$ cat config.mk
export PLATFORM = sky130hd
export DESIGN_NAME = mipf_ctrl
export DESIGN_NICKNAME = d
export VERILOG_FILES = /design/src/sv/mipf_pkg.sv /design/src/sv/mipf_ctrl.sv
export SDC_FILE = /design/constraint.sdc
export NUM_CORES = 1
export LEC_CHECK = 0
export BUFFER_PORTS_ARGS = -buffer_cell sky130_fd_sc_hd__buf_2
export CORE_AREA = 3 3 40 42
export CTS_CLUSTER_SIZE = 16
export DETAILED_ROUTE_END_ITERATION = 10
export DIE_AREA = 0 0 43 45
export PLACE_DENSITY = 0.41
export SLEW_MARGIN = 25
export SYNTH_ARGS = -nofsm -noshare
export SYNTH_HDL_FRONTEND = slang
export SYNTH_SLANG_ARGS = --single-unit
$ cat constraint.sdc
create_clock -name clk -period 2.7 [get_ports clk]
set_input_delay 0.405 -clock clk [delete_from_list [all_inputs] [get_ports clk]]
set_output_delay 0.405 -clock clk [all_outputs]
set_load 0.05 [all_outputs]
$ cat src/sv/mipf_pkg.sv
`timescale 1ns / 1ps
// ----------------------------------------------------------------------------
// mipf_pkg: shared definitions for the modular inverse core
// Word width, sequencer states and the control/status bundles passed
// between the sequencer and the datapath.
// ----------------------------------------------------------------------------
package mipf_pkg;

    // Datapath word width; operand and modulus are taken at this width
    localparam int WORD_BITS  = 16;
    // Width of the external operand, result and modulus ports
    localparam int FIELD_BITS = 16;
    // Shift count covers 0..WORD_BITS-1
    localparam int CNT_BITS   = (WORD_BITS > 1) ? $clog2(WORD_BITS) : 1;

    localparam logic [FIELD_BITS-1:0] FIELD_ORDER_RESET = FIELD_BITS'(7);

    typedef enum logic [1:0] {
        ST_IDLE,
        ST_ALIGN,
        ST_SUB,
        ST_FINISH
    } state_t;

    // Datapath status seen by the sequencer
    typedef struct packed {
        logic rc_zero;    // current remainder is zero: Euclid loop done
        logic can_shift;  // divisor can be doubled without passing dividend
        logic k_zero;     // last quotient bit in progress
    } stat_t;

    // Sequencer commands to the datapath
    typedef struct packed {
        logic load;       // take a new operand
        logic align;      // compare doubled divisor against dividend
        logic shift_up;   // double divisor and coefficient step
        logic sub_step;   // one restoring quotient bit
        logic swap;       // end of one division: rotate remainders
        logic finish;     // form the reduced result
    } ctl_t;

endpackage

$ cat src/sv/mipf_ctrl.sv
`timescale 1ns / 1ps
// ----------------------------------------------------------------------------
// mipf_ctrl: sequencer for the extended Euclid loop
// Steps each division through an align phase (double the divisor) and a
// restoring subtract phase, then hands off to the result stage.
// ----------------------------------------------------------------------------
module mipf_ctrl (
    input  logic            clk,
    input  logic            rst_n,
    input  logic            start,
    input  mipf_pkg::stat_t stat,
    output mipf_pkg::ctl_t  ctl,
    output logic            busy
);

    mipf_pkg::state_t state_reg;
    mipf_pkg::state_t state_next;

    // Hold the state
    always_ff @(posedge clk or negedge rst_n)
    begin
        if (!rst_n)
        begin
            state_reg <= mipf_pkg::ST_IDLE;
        end
        else
        begin
            state_reg <= state_next;
        end
    end

    // Advance the sequence
    always_comb
    begin
        state_next = state_reg;
        unique case (state_reg)
            mipf_pkg::ST_IDLE:
            begin
                if (start)
                begin
                    state_next = mipf_pkg::ST_ALIGN;
                end
            end
            mipf_pkg::ST_ALIGN:
            begin
                if (stat.rc_zero)
                begin
                    state_next = mipf_pkg::ST_FINISH;
                end
                else if (!stat.can_shift)
                begin
                    state_next = mipf_pkg::ST_SUB;
                end
            end
            mipf_pkg::ST_SUB:
            begin
                if (stat.k_zero)
                begin
                    state_next = mipf_pkg::ST_ALIGN;
                end
            end
            mipf_pkg::ST_FINISH:
            begin
                state_next = mipf_pkg::ST_IDLE;
            end
            default:
            begin
                state_next = mipf_pkg::ST_IDLE;
            end
        endcase
    end

    // Drive datapath commands
    always_comb
    begin
        ctl  = '0;
        busy = 1'b1;
        unique case (state_reg)
            mipf_pkg::ST_IDLE:
            begin
                busy     = 1'b0;
                ctl.load = start;
            end
            mipf_pkg::ST_ALIGN:
            begin
                ctl.align    = 1'b1;
                ctl.shift_up = !stat.rc_zero && stat.can_shift;
            end
            mipf_pkg::ST_SUB:
            begin
                ctl.sub_step = 1'b1;
                ctl.swap     = stat.k_zero;
            end
            mipf_pkg::ST_FINISH:
            begin
                ctl.finish = 1'b1;
            end
            default:
            begin
                busy = 1'b0;
            end
        endcase
    end

`ifndef SYNTHESIS
    // A swap only closes a subtract phase
    a_swap_in_sub: assert property (@(posedge clk) disable iff (!rst_n)
        ctl.swap |-> ctl.sub_step)
        else $error("swap outside subtract phase");

    // Finish lasts one cycle and frees the block
    a_finish_once: assert property (@(posedge clk) disable iff (!rst_n)
        ctl.finish |=> !busy)
        else $error("finish did not return to idle");

    // At most one of load, align, subtract and finish at a time
    a_one_action: assert property (@(posedge clk) disable iff (!rst_n)
        $onehot0({ctl.load, ctl.align, ctl.sub_step, ctl.finish}))
        else $error("overlapping datapath commands");
`endif

endmodule
---- After elaboration in Yosys (flattened, before gate mapping) ----
Index checks and enable logic that the tools add are counted.
storage, ports and cells
  register bits ........................... 2
  input bits .............................. 6
  output and inout port bits .............. 7
  logic and storage cells ................. 21
operators by class
  equal/unequal tests ..................... 6
  multiplexer cells ....................... 10
  reductions and logical operators ........ 4
operators with widths
  operator                                             number
  two-way mux 2 bit                                    6
  case mux 2 bit (4 select lines)                      1
  equality test 2 bit, second input constant           2
  inequality test 2 bit, second input constant         2
  two-way mux 1 bit                                    3
  inequality test 3 bit, second input constant         1
  AND reduction 3 bit                                  1
  equality test 2 x 1 -> 1 bit, second input constant  1
  zero test 2 bit                                      1
  logical AND 1 bit                                    1
  zero test 1 bit                                      1

---- Depth between registers and ports, before layout ----
  depth after elaboration ................. 3
  depth in mapped cells ................... 2
  mapped depth without buffers ............ 2

---- Worst setup path after synthesis ----
OpenSTA, ideal clock, no wires.
  path kind ............................... input -> output
  start point ............................. in stat[2] in the netlist's numbering
  end point ............................... out ctl[3] in the netlist's numbering
  data arrival time ....................... 1.699 ns
  data required time ...................... 2.295 ns
  path slack .............................. 0.596 ns
  cell stages on the path ................. 2
  path buffers ............................ 0
  cells stage by stage .................... nand2b_1 nor3b_1
RTL lines
  item         RTL line         source
  from (decl)  mipf_ctrl.sv:11  input mipf_pkg::stat_t stat,
  to (decl)    mipf_ctrl.sv:12  output mipf_pkg::ctl_t ctl,

==> summary.txt <==
Floorplan
  – Die Area: 1940 um2
  – Vert. Die Dim: 45 um
  – I/O pins: 13
  – Core Region: 1280 um2
  – # rows: 13
  – Initial Utilization: 0.126
  – Chip Width: 43 um

Placed design
  – Port bufs: 12
  – Gpl congestion: 0.600
  – Dpl hpwl: 293 um

Cells and area
  – Nets@finish: 40
  – Layout cells sized above 1: 0.563
  – Antenna cells: 0
  – Area Growth Syn to Fin: 64.3%
  – Largest register FFs: 2

STA
  – Finish-stage setup viols: 0
  – Period Utilization, post-route: 0.623
  – Final TNS setup: 0 ns
  – Max Freq: 595 MHz
  – Fin. max-slew vios: 0
  – Final hold violations: 0
  – RSZ-0062 raised after global routing: no
  – Slew headroom: 0.834
  – Slew @ Worst Pin: 0.251 ns
  – Final Critical Period: 1.68 ns
  – Clk_skew: 0.000424 ns

Setup path
  – Worst path slowest cell: dfrtp_1
  – Critical Path Max Stage Delay: 0.44 ns
  – Reg-to-Reg Start: state_reg[1]
  – Top Family by Delay on Critical Path: flip-flops
  – Worst path depth: 3
  – Crit. Startpoint: state_reg[0]
  – Worst path required time: 2.30 ns
  – RR Endpoint: state_reg[1]
  – Worst R2R Path Depth: 2
  – Critical path class: reg2out
  – Worst path buffer plus inverter count: 1
  – Worst Path Max Fanout: 6
  – Crit path to: ctl[5]
  – Worst path cell trace: or2_1, nor2_1, buf_2
  – CP Capture Type: output pin
  – Flop-to-flop setup slack: 1.75 ns
  – Arr. time, crit path: 1.28 ns
  – CP startpoint kind: flop

CTS
  – Root cell of the clock tree: clkbuf_4
  – Clock tree buffer depth: 2
  – TritonCTS clock tree: done
  – Number of setup buffers added after CTS: 0
  – Cts bufs inserted: 3
  – Later-pin clock latency in the skew report: 0.22 ns
  – Sink Count: 2
  – Clock slew at reported path FFs: 0.03 ns
  – H-tree depth reported by CTS: 1

Synth
  – Sequential share of the synthesized area: 0.310
  – YS warnings: 0
  – FF+latch count, synth: 2
  – Synth top area cells: dfrtp_1, mux2i_1, nor2b_4
  – Synthesized Nets: 23
  – Synth top area share: 0.310
  – Mapped Area: 161 um2
  – Synth Area per Inst: 9.49 um2
  – Synth cell types: 14
  – Post-synthesis instance total: 17
  – Area leader, netlist: dfrtp_1

GRT
  – Largest net degree at the start of global routing: 8
  – Global route overflow: 0
  – Vias in the first global route: 156
  – Initial antenna violation count: 0
  – Global-route wire length before repair: 614 um
  – Total GRT Usage: 0.0483

Status
  – Status: finished, final reports clean

Drt
  – DRC viols: 0
  – DR iter-0 viols: 2
  – Via density: 3.28
  – DR pass1 iterations: 2
  – Antenna Nets Post-Route: 0
  – Wire per inst: 7.79 um
  – Vias: 154
  – Final WL: 366 um

Job
  – Max Cap Violations: 0

Min path
  – Worst Hold Class: in2async
[routing by layer]
layer	GRT usage	up-vias	part of all wire
met5	0	-	0
met4	0.0361	0	0
met3	0.0398	0	0.20
met2	0.0449	13	0.25
met1	0.0651	53	0.55
li1	-	88	-
[repair_timing]
| action | 4_1_cts | 5_1_grt |
|---|---|---|
| endpoints found under the hold margin | 2 | 0 |
| hold buffers | 1 | 0 |
| resized for setup | 0 | 0 |
[how the worst min path moves through the flow]
stage	depth (start not counted)	endpoint	slack, ns
3_5_place_dp	1	state_reg[1]	0.19
6_report	2	state_reg[0]	0.50
2_1_floorplan	0	state_reg[0]	0.11
4_1_cts	2	state_reg[0]	0.49
3_3_place_gp	1	state_reg[0]	0.19
5_1_grt	2	state_reg[0]	0.52
[cell usage after synthesis]
cell type / count
a22o_1: 1
dfrtp_1: 2
or2_1: 1
nor3b_1: 1
and2_1: 1
inv_1: 2
mux2i_1: 2
nor2b_2: 1
nand2b_1: 1
nor2_1: 1
and2_2: 1
buf_4: 1
nor2b_4: 1
o21bai_1: 1
[area by class of cell]
cell class | instances | area (um2)
Clock buffer | 3 | 22.5
Fill cell | 139 | 1020
Inverter | 2 | 7.51
Multi-Input combinational cell | 12 | 96.3
Sequential cell | 2 | 50.0
Tap cell | 15 | 18.8
Timing Repair Buffer | 13 | 70.1
[through the flow]
stage,setup WS (ns),hold WS (ns),instances,utilization,instance area (um2)
after floorplan,0.596,0.109,17,-,161
after global placement,1.16,0.192,43,0.181,233
after detailed placement,1.19,0.192,43,0.181,233
after CTS,1.01,0.490,47,0.206,265
after global routing,0.979,0.518,47,0.206,265
final,1.02,0.495,47,0.206,265
[worst register-to-register path: cells and delay by family, from the launching register on]
family,cells,cell delay (ns)
AO/OA/AOI/OAI,1,0.23
flip-flops,1,0.44
AND/OR/NAND/NOR,1,0.16
[logic make-up after synthesis]
family / Yosys count / share of synthesized area
flops: 2 / 0.310
simple gates: 8 / 0.372
mux: 2 / 0.124
buf+inv: 3 / 0.0931
compound gates: 2 / 0.101
[cell usage in the layout, fill, tap and decap left out, types with 2 or more instances in the layout]
| cell | Yosys | layout |
|---|---|---|
| buf_2 | 0 | 12 |
| dfrtp_1 | 2 | 2 |
| inv_1 | 2 | 2 |
| mux2i_1 | 2 | 2 |
| clkbuf_4 | 0 | 3 |
Power is left out: the tool's default activity adds up to more than one toggle a clock period on the data nets, which glitch-free logic cannot reach.
