File: src/sv/mipf_pkg.sv
`timescale 1ns / 1ps
// ----------------------------------------------------------------------------
// mipf_pkg: shared definitions for the modular inverse core
// Word width, sequencer states and the control/status bundles passed
// between the sequencer and the datapath.
// ----------------------------------------------------------------------------
package mipf_pkg;

    // Datapath word width; operand and modulus are taken at this width
    localparam int WORD_BITS  = 16;
    // Width of the external operand, result and modulus ports
    localparam int FIELD_BITS = 16;
    // Shift count covers 0..WORD_BITS-1
    localparam int CNT_BITS   = (WORD_BITS > 1) ? $clog2(WORD_BITS) : 1;

    localparam logic [FIELD_BITS-1:0] FIELD_ORDER_RESET = FIELD_BITS'(7);

    typedef enum logic [1:0] {
        ST_IDLE,
        ST_ALIGN,
        ST_SUB,
        ST_FINISH
    } state_t;

    // Datapath status seen by the sequencer
    typedef struct packed {
        logic rc_zero;    // current remainder is zero: Euclid loop done
        logic can_shift;  // divisor can be doubled without passing dividend
        logic k_zero;     // last quotient bit in progress
    } stat_t;

    // Sequencer commands to the datapath
    typedef struct packed {
        logic load;       // take a new operand
        logic align;      // compare doubled divisor against dividend
        logic shift_up;   // double divisor and coefficient step
        logic sub_step;   // one restoring quotient bit
        logic swap;       // end of one division: rotate remainders
        logic finish;     // form the reduced result
    } ctl_t;

endpackage

File: src/sv/mipf_alu.sv
`timescale 1ns / 1ps
// ----------------------------------------------------------------------------
// mipf_alu: shared subtract/compare and add unit
// One subtractor with borrow (also used as the magnitude compare) and one
// adder for the Bezout coefficient, reused by the align, subtract and finish steps.
// ----------------------------------------------------------------------------
module mipf_alu (
    input  logic [mipf_pkg::WORD_BITS:0]   x,
    input  logic [mipf_pkg::WORD_BITS:0]   y,
    input  logic [mipf_pkg::WORD_BITS-1:0] u,
    input  logic [mipf_pkg::WORD_BITS-1:0] v,
    output logic [mipf_pkg::WORD_BITS:0]   diff,
    output logic                           borrow,
    output logic [mipf_pkg::WORD_BITS-1:0] sum
);

    logic [mipf_pkg::WORD_BITS+1:0] diff_full;
    logic [mipf_pkg::WORD_BITS:0]   sum_full;

    // Subtract with borrow out; borrow high means y > x
    assign diff_full = {1'b0, x} - {1'b0, y};
    assign diff      = diff_full[mipf_pkg::WORD_BITS:0];
    assign borrow    = diff_full[mipf_pkg::WORD_BITS+1];

    // Coefficient accumulate; values stay below the modulus
    assign sum_full  = {1'b0, u} + {1'b0, v};
    assign sum       = sum_full[mipf_pkg::WORD_BITS-1:0];

endmodule

File: config.mk
export PLATFORM = sky130hd
export DESIGN_NAME = mipf_alu
export DESIGN_NICKNAME = d
export VERILOG_FILES = /design/src/sv/mipf_pkg.sv /design/src/sv/mipf_alu.sv
export SDC_FILE = /design/constraint.sdc
export NUM_CORES = 1
export LEC_CHECK = 0
export BUFFER_PORTS_ARGS = -buffer_cell sky130_fd_sc_hd__buf_2
export CAP_MARGIN = 25
export CORE_MARGIN = 4
export CORE_UTILIZATION = 42
export DETAILED_ROUTE_END_ITERATION = 10
export PLACE_DENSITY = 0.81
export SLEW_MARGIN = 20
export SYNTH_ARGS = -nofsm -noshare
export SYNTH_HDL_FRONTEND = slang
export SYNTH_SLANG_ARGS = --single-unit
File: constraint.sdc
create_clock -name vclk -period 2.5
set_clock_uncertainty 0.15 [all_clocks]
set_input_delay 0.5 -clock vclk [all_inputs]
set_output_delay 0.5 -clock vclk [all_outputs]
set_load 0.01 [all_outputs]
==> flow_summary.toml, run 1 <==
[run_status]
status = "did not finish"
lastStage = "global routing (5_1_grt)"
error_message = "[ERROR GRT-0232] Routing congestion too high. Check the congestion heatmap in the GUI."

[synth]
yosysSeqAreaShare = 0
syn-num-nets = 323
netlist_area_mm2 = 0.001650
synth_top_area_share = 0.2426
ys_warn_count = 0
synthAdderAreaFrac = 0.2669
synth_top_family_by_area = "compound AO/OA/AOI/OAI gates"
synthMuxAreaShare = 0
synth_xor_area_frac = 0.1433
yosysUniqueCellTypes = 48
synth.avg_cell_area_um2 = 7.401
syn_inst = 223
yosysTopAreaCell = "ha_1"
yosys-top-cells-area = "ha_1, xnor2_1, a21oi_1"
synthSimpleGateAreaFrac = 0.1516
synth_compound_area_frac = 0.3723

[die]
die_w_um = 70.69
num_rows = 22
fp.dieH_um = 70.69
pin_count = 100
start_util = 0.4441

[placement]
port-buffer-count = 100
place_ws_ps = -511.9
place_congestion = 0.8375
dp_hpwl_um = 4843

[global_route]
globalRouteOverflowTotal = 289
grt_max_degree = 8
grt.total_usage = 0.8330

[sta]
timing.worst_endpoint.kind = "primary output"
crit_endpoint = "diff[12]"

[clocking]
postCtsHoldBufs = 0
==> layer usage <==
metal / track usage / GRT overflow
met1: 0.7806 / 5
met4: 0.9937 / 88
met2: 1.114 / 195
met5: 0.01010 / 0
met3: 0.5398 / 1
==> cell usage after synthesis, drive strengths merged (3+ instances only) <==
cell type / instances
ha: 32
o21a: 4
nand3: 3
o21bai: 5
or3: 3
nand2: 12
inv: 24
nand4: 3
a31oi: 6
xor2: 11
o211ai: 4
nor2b: 4
a21o: 13
nor2: 12
a21oi: 22
and3: 3
xnor2: 16
o21ai: 14
==> through the flow <==
stage | instance area [um^2] | cells
after CTS | 3284 | 433
after detailed placement | 2721 | 421
after global placement | 2721 | 421
after floorplan | 1784 | 223
==> repair_timing <==
action,in CTS
pin swaps,51
hold endpoints to repair,0
resized for setup,90
buffers inserted,13
setup endpoints to repair,25
==> logic make-up after synthesis <==
logic type / after synthesis
AOI/OAI and AO/OA: 87
and+or+nand+nor: 48
adders and majority gates: 34
xor gates and xnor gates: 27
buffers and inverters: 27
==> inputs of run 2 (changes only) <==
--- a/config.mk
+++ b/config.mk
@@ -8,9 +8,9 @@
 export BUFFER_PORTS_ARGS = -buffer_cell sky130_fd_sc_hd__buf_2
 export CAP_MARGIN = 25
 export CORE_MARGIN = 4
-export CORE_UTILIZATION = 42
+export CORE_UTILIZATION = 40
 export DETAILED_ROUTE_END_ITERATION = 10
-export PLACE_DENSITY = 0.81
+export PLACE_DENSITY_LB_ADDON = 0.15
 export SLEW_MARGIN = 20
 export SYNTH_ARGS = -nofsm -noshare
 export SYNTH_HDL_FRONTEND = slang
==> constraint.sdc (replaced) <==
create_clock -name vclk -period 3.25
set_clock_uncertainty 0.15 [all_clocks]
set_input_delay 0.65 -clock vclk [all_inputs]
set_output_delay 0.65 -clock vclk [all_outputs]
set_load 0.01 [all_outputs]
==> run 2 against run 1 <==
The run now ends clean. Synthesized cell count did not move. Synthesized area did not move.
==> flow_summary.toml, run 2 <==
[hold_path]
holdPathEnd = "sum[0]"
hold_path.class = "primary input to output pin"
min-delay-start = "v[0]"
hold_depth = 3

[synth]
synth_common_cells = "ha_1, inv_1, a21oi_1, xnor2_1, a21o_1"
synth_top_area_share = 0.2426
yosysMostFrequentCell = "ha_1"
syn_inst = 223
yosys-top-cells-area = "ha_1, xnor2_1, a21oi_1"
yosysSeqAreaShare = 0
ys_warn_count = 0
netlist_area_mm2 = 0.001650
synth.avg_cell_area_um2 = 7.401
syn-num-nets = 323
yosysUniqueCellTypes = 48
yosysTopAreaCell = "ha_1"

[routing]
drt-total-wl_um = 4666
ant_nets = 0
first_pass_iters = 4
wl_per_cell_um = 11.99
avgViaCountPerCell = 5.198
vias = 2022
drc = 0
drt_iter0_drc = 43

[sta]
setup_viol = 0
timing.setup.tns_ps = 0
fmax_mhz = 312.3
drv_slew = 0
hold_viol_final = 0
tightest_slew_ps = 364.4
timing.hold.ws_ps = 1446
min_period_over_period = 0.9853
period_minus_slack_ps = 3202
slew_headroom = 0.7559
finalWorstSetupSlack_ps = 47.65

[worst_setup_path]
cp-end-kind = "output pin"
max_stage_delay_ps = 360
cp_cell_sequence = "buf_2 > inv_1 > ha_1 > a21o_1 > or3_1 > o21ai_0 > nand2b_1 > xor2_1 > buf_2"
cp_common_cell = "buf_2"
critPathKind = "primary input to output pin"
cpMaxStageDelayCell = "or3_1"
crit_path_start_kind = "primary input"
crit_fanout = 3
crit_arrival_ps = 2400
cp_data_required_time_ps = 2450

[finish]
nClkBuffers = 0
mostFrequentLayoutCells = "buf_2, ha_1, inv_1, a21oi_1, buf_4"
multi_input_area_mm2 = 0.001634
finalInstanceArea_mm2 = 0.002442
final_nets = 441
final-seq-area_um2 = 0
fin_util = 0.6106
antennaDiodeCount = 0
drive_gt1_frac = 0.4159
instances_no_fill = 389
fill_cells = 379
seq_cells = 0
layout_commonest_cell = "buf_2"
syn_to_final_growth_pct = 47.99

[die]
fp.dieH_um = 72.23
design.die.area_mm2 = 0.005217
start_util = 0.4126
pin_count = 100
core_area_mm2 = 0.004000
die_w_um = 72.23
num_rows = 23

[placement]
dp.cells = 381
port-buffer-count = 100
dp_hpwl_um = 3952
placed_area_mm2 = 0.002277
place_ws_ps = -133.9
place_congestion = 0.8138

[global_route]
globalRouteOverflowTotal = 0
grt_max_degree = 11
grt.total_usage = 0.1584
grt_pass1_vias = 1743
grt_pass1_wl_um = 7182
antenna_found_initial = 0

[clocking]
postCtsHoldBufs = 0

[power_and_ir_drop]
leakage_nw = 1.291
power_mw = 0.5568
p_per_area_mw_per_mm2 = 228.0
vdd_drop_max_uv = 113.1

[run_status]
status = "finished clean"

[job]
cap_violations = 0
run 2: cell counts after synthesis:
No cell type changed its count.
run 2: metal layers:
metal | share of wire | routed length, um | global-route usage
met2 | 0.46 | 2146 | 0.2892
met4 | 0.0071 | 33 | 0.002088
met1 | 0.45 | 2107 | 0.2136
met5 | 0 | 0 | 0
met3 | 0.081 | 378 | 0.01247
run 2: layout make-up:
class | count | area share
inverter | 24 | 0.03689
multi-input combinational | 196 | 0.6691
tap | 50 | 0.02561
timing repair buffer | 119 | 0.2684
run 2: how the worst max path moves through the flow:
stage	startpoint	endpoint	slack (ps)	cells past startpoint
after CTS	u[0]	sum[8]	10	10
final	y[6]	diff[9]	50	9
after detailed placement	u[0]	sum[8]	-130	10
after global routing	u[0]	sum[8]	-2	10
after global placement	u[0]	sum[8]	-80	10
after floorplan	u[0]	sum[14]	200	7
run 2: kinds of logic after synthesis:
group,count (synthesis),share of synthesized area
xor+xnor,27,0.1433
simple gates,48,0.1516
buf+inv,27,0.06596
compound gates,87,0.3723
fa+ha+maj,34,0.2669
run 2: timing repair:
item	4_1_cts	5_1_grt
gates resized for setup	4	15
cloned	0	0
setup endpoints to repair	4	8
pin swaps	5	8
hold endpoints to repair	0	0
setup buffers	1	7
run 2: worst max-delay path, delay by kind of cell:
family	cells	cell delay [ps]
AO/OA/AOI/OAI	2	520
AND/OR/NAND/NOR	2	480
adder cells (fa/ha/maj)	1	300
buffers and inverters	3	270
XOR/XNOR	1	190
run 2: report_power, final:
part	leakage (nW)	internal (mW)	switching, mW
registers	0	0	0
clock network	0	0	0
logic	1.29	0.269	0.288
Power figures use the tool's default switching activity.
==> inputs of run 3 (changes only) <==
==> constraint.sdc (replaced) <==
create_clock -name vclk -period 3.25
set_clock_uncertainty 0.15 [all_clocks]
set_input_delay 0.65 -clock vclk [all_inputs]
set_output_delay 0.65 -clock vclk [all_outputs]
set_load 0.005 [all_outputs]
==> run 3 against run 2 <==
Worst hold slack worse by 13 ps. Fmax is 0.76% lower. Worst setup slack worse by 24 ps. Critical endpoint is now sum[8].
==> flow_summary.toml, run 3 (synthesis results as in run 2) <==
[run_status]
status = "finished clean"

[die]
core_area_mm2 = 0.004000
pin_count = 100
num_rows = 23
design.die.area_mm2 = 0.005217
fp.dieH_um = 72.23
die_w_um = 72.23
start_util = 0.4126

[finish]
seq_cells = 0
layout_commonest_cell = "buf_2"
final-seq-area_um2 = 0
final_nets = 439
instances_no_fill = 387
drive_gt1_frac = 0.4006
fin_util = 0.5931
finalInstanceArea_mm2 = 0.002372
nClkBuffers = 0
mostFrequentLayoutCells = "buf_2, ha_1, inv_1, a21oi_1, buf_4"
syn_to_final_growth_pct = 43.75
antennaDiodeCount = 0

[sta]
min_period_over_period = 0.9928
setup_viol = 0
rsz0062_at_grt = "true"
drv_slew = 0
period_minus_slack_ps = 3227
hold_viol_final = 0
finalWorstSetupSlack_ps = 23.27
slew_headroom = 0.7482
fmax_mhz = 309.9
timing.hold.ws_ps = 1433
timing.setup.tns_ps = 0
tightest_slew_ps = 376.0

[hold_path]
min-delay-start = "u[0]"
hold_depth = 3
holdPathEnd = "sum[0]"
hold_path.class = "primary input to output pin"

[worst_setup_path]
cp_data_required_time_ps = 2450
crit_path_start_kind = "primary input"
cp-end-kind = "output pin"
crit_arrival_ps = 2430
critPathKind = "primary input to output pin"
crit_fanout = 3

[global_route]
grt_max_degree = 11
antenna_found_initial = 0
grt.total_usage = 0.1621
globalRouteOverflowTotal = 0
grt_pass1_wl_um = 7376
grt_pass1_vias = 1806

[routing]
ant_nets = 0
drt_iter0_drc = 66
avgViaCountPerCell = 5.119
drc = 0
wl_per_cell_um = 11.91
first_pass_iters = 4
drt-total-wl_um = 4611
vias = 1981

[power_and_ir_drop]
vdd_drop_max_uv = 92.51
p_per_area_mw_per_mm2 = 211.8
power_mw = 0.5025
leakage_nw = 1.274

[placement]
dp_hpwl_um = 4038
placed_area_mm2 = 0.002277
place_ws_ps = -151.5
dp.cells = 381
place_congestion = 0.8106
port-buffer-count = 100

[job]
cap_violations = 0

[clocking]
postCtsHoldBufs = 0
[run 3: cell count changes in the layout (fill, tap and decap cells not counted), sizes merged]
cell	change
buf	-2
[run 3: area by class of cell]
class / count / area [um^2]
Inverter: 24 / 90.09
Tap cell: 50 / 62.56
Timing Repair Buffer: 117 / 640.6
Fill cell: 392 / 1628
Multi-Input combinational cell: 196 / 1579
[run 3: critical path: stages]
cell	delay [ps]
buf_6	100
ha_4	150
fa_2	330
a21o_1	220
a221oi_2	290
buf_4	170
o21bai_1	80
a21oi_2	170
xnor2_1	140
buf_2	130
[run 3: where the power goes]
group	internal (mW)	switching, mW
logic	0.257	0.245
clock network	0	0
registers	0	0
total	0.257	0.245
[run 3: layer usage]
| layer | vias up | GRT usage | wire length (um) |
|---|---|---|---|
| li1 | 1062 | - | - |
| met1 | 850 | 0.2211 | 2121 |
| met2 | 67 | 0.2861 | 2118 |
| met3 | 2 | 0.01108 | 349 |
| met4 | 0 | 0.01879 | 21 |
| met5 | - | 0 | 0 |
[run 3: how the worst max path moves through the flow]
stage	from	endpoint	slack, ps	cells after the start
floorplan	u[0]	sum[14]	230	7
global route	v[0]	sum[8]	-40	10
finish	v[0]	sum[8]	20	10
global placement	u[0]	sum[8]	-60	10
detailed placement	u[0]	sum[8]	-150	10
CTS	u[0]	sum[8]	8	10
[run 3: timing repair]
action	4_1_cts	5_1_grt
setup buffers	2	4
gates resized for setup	4	9
setup endpoints to repair	2	7
pin swaps	5	12
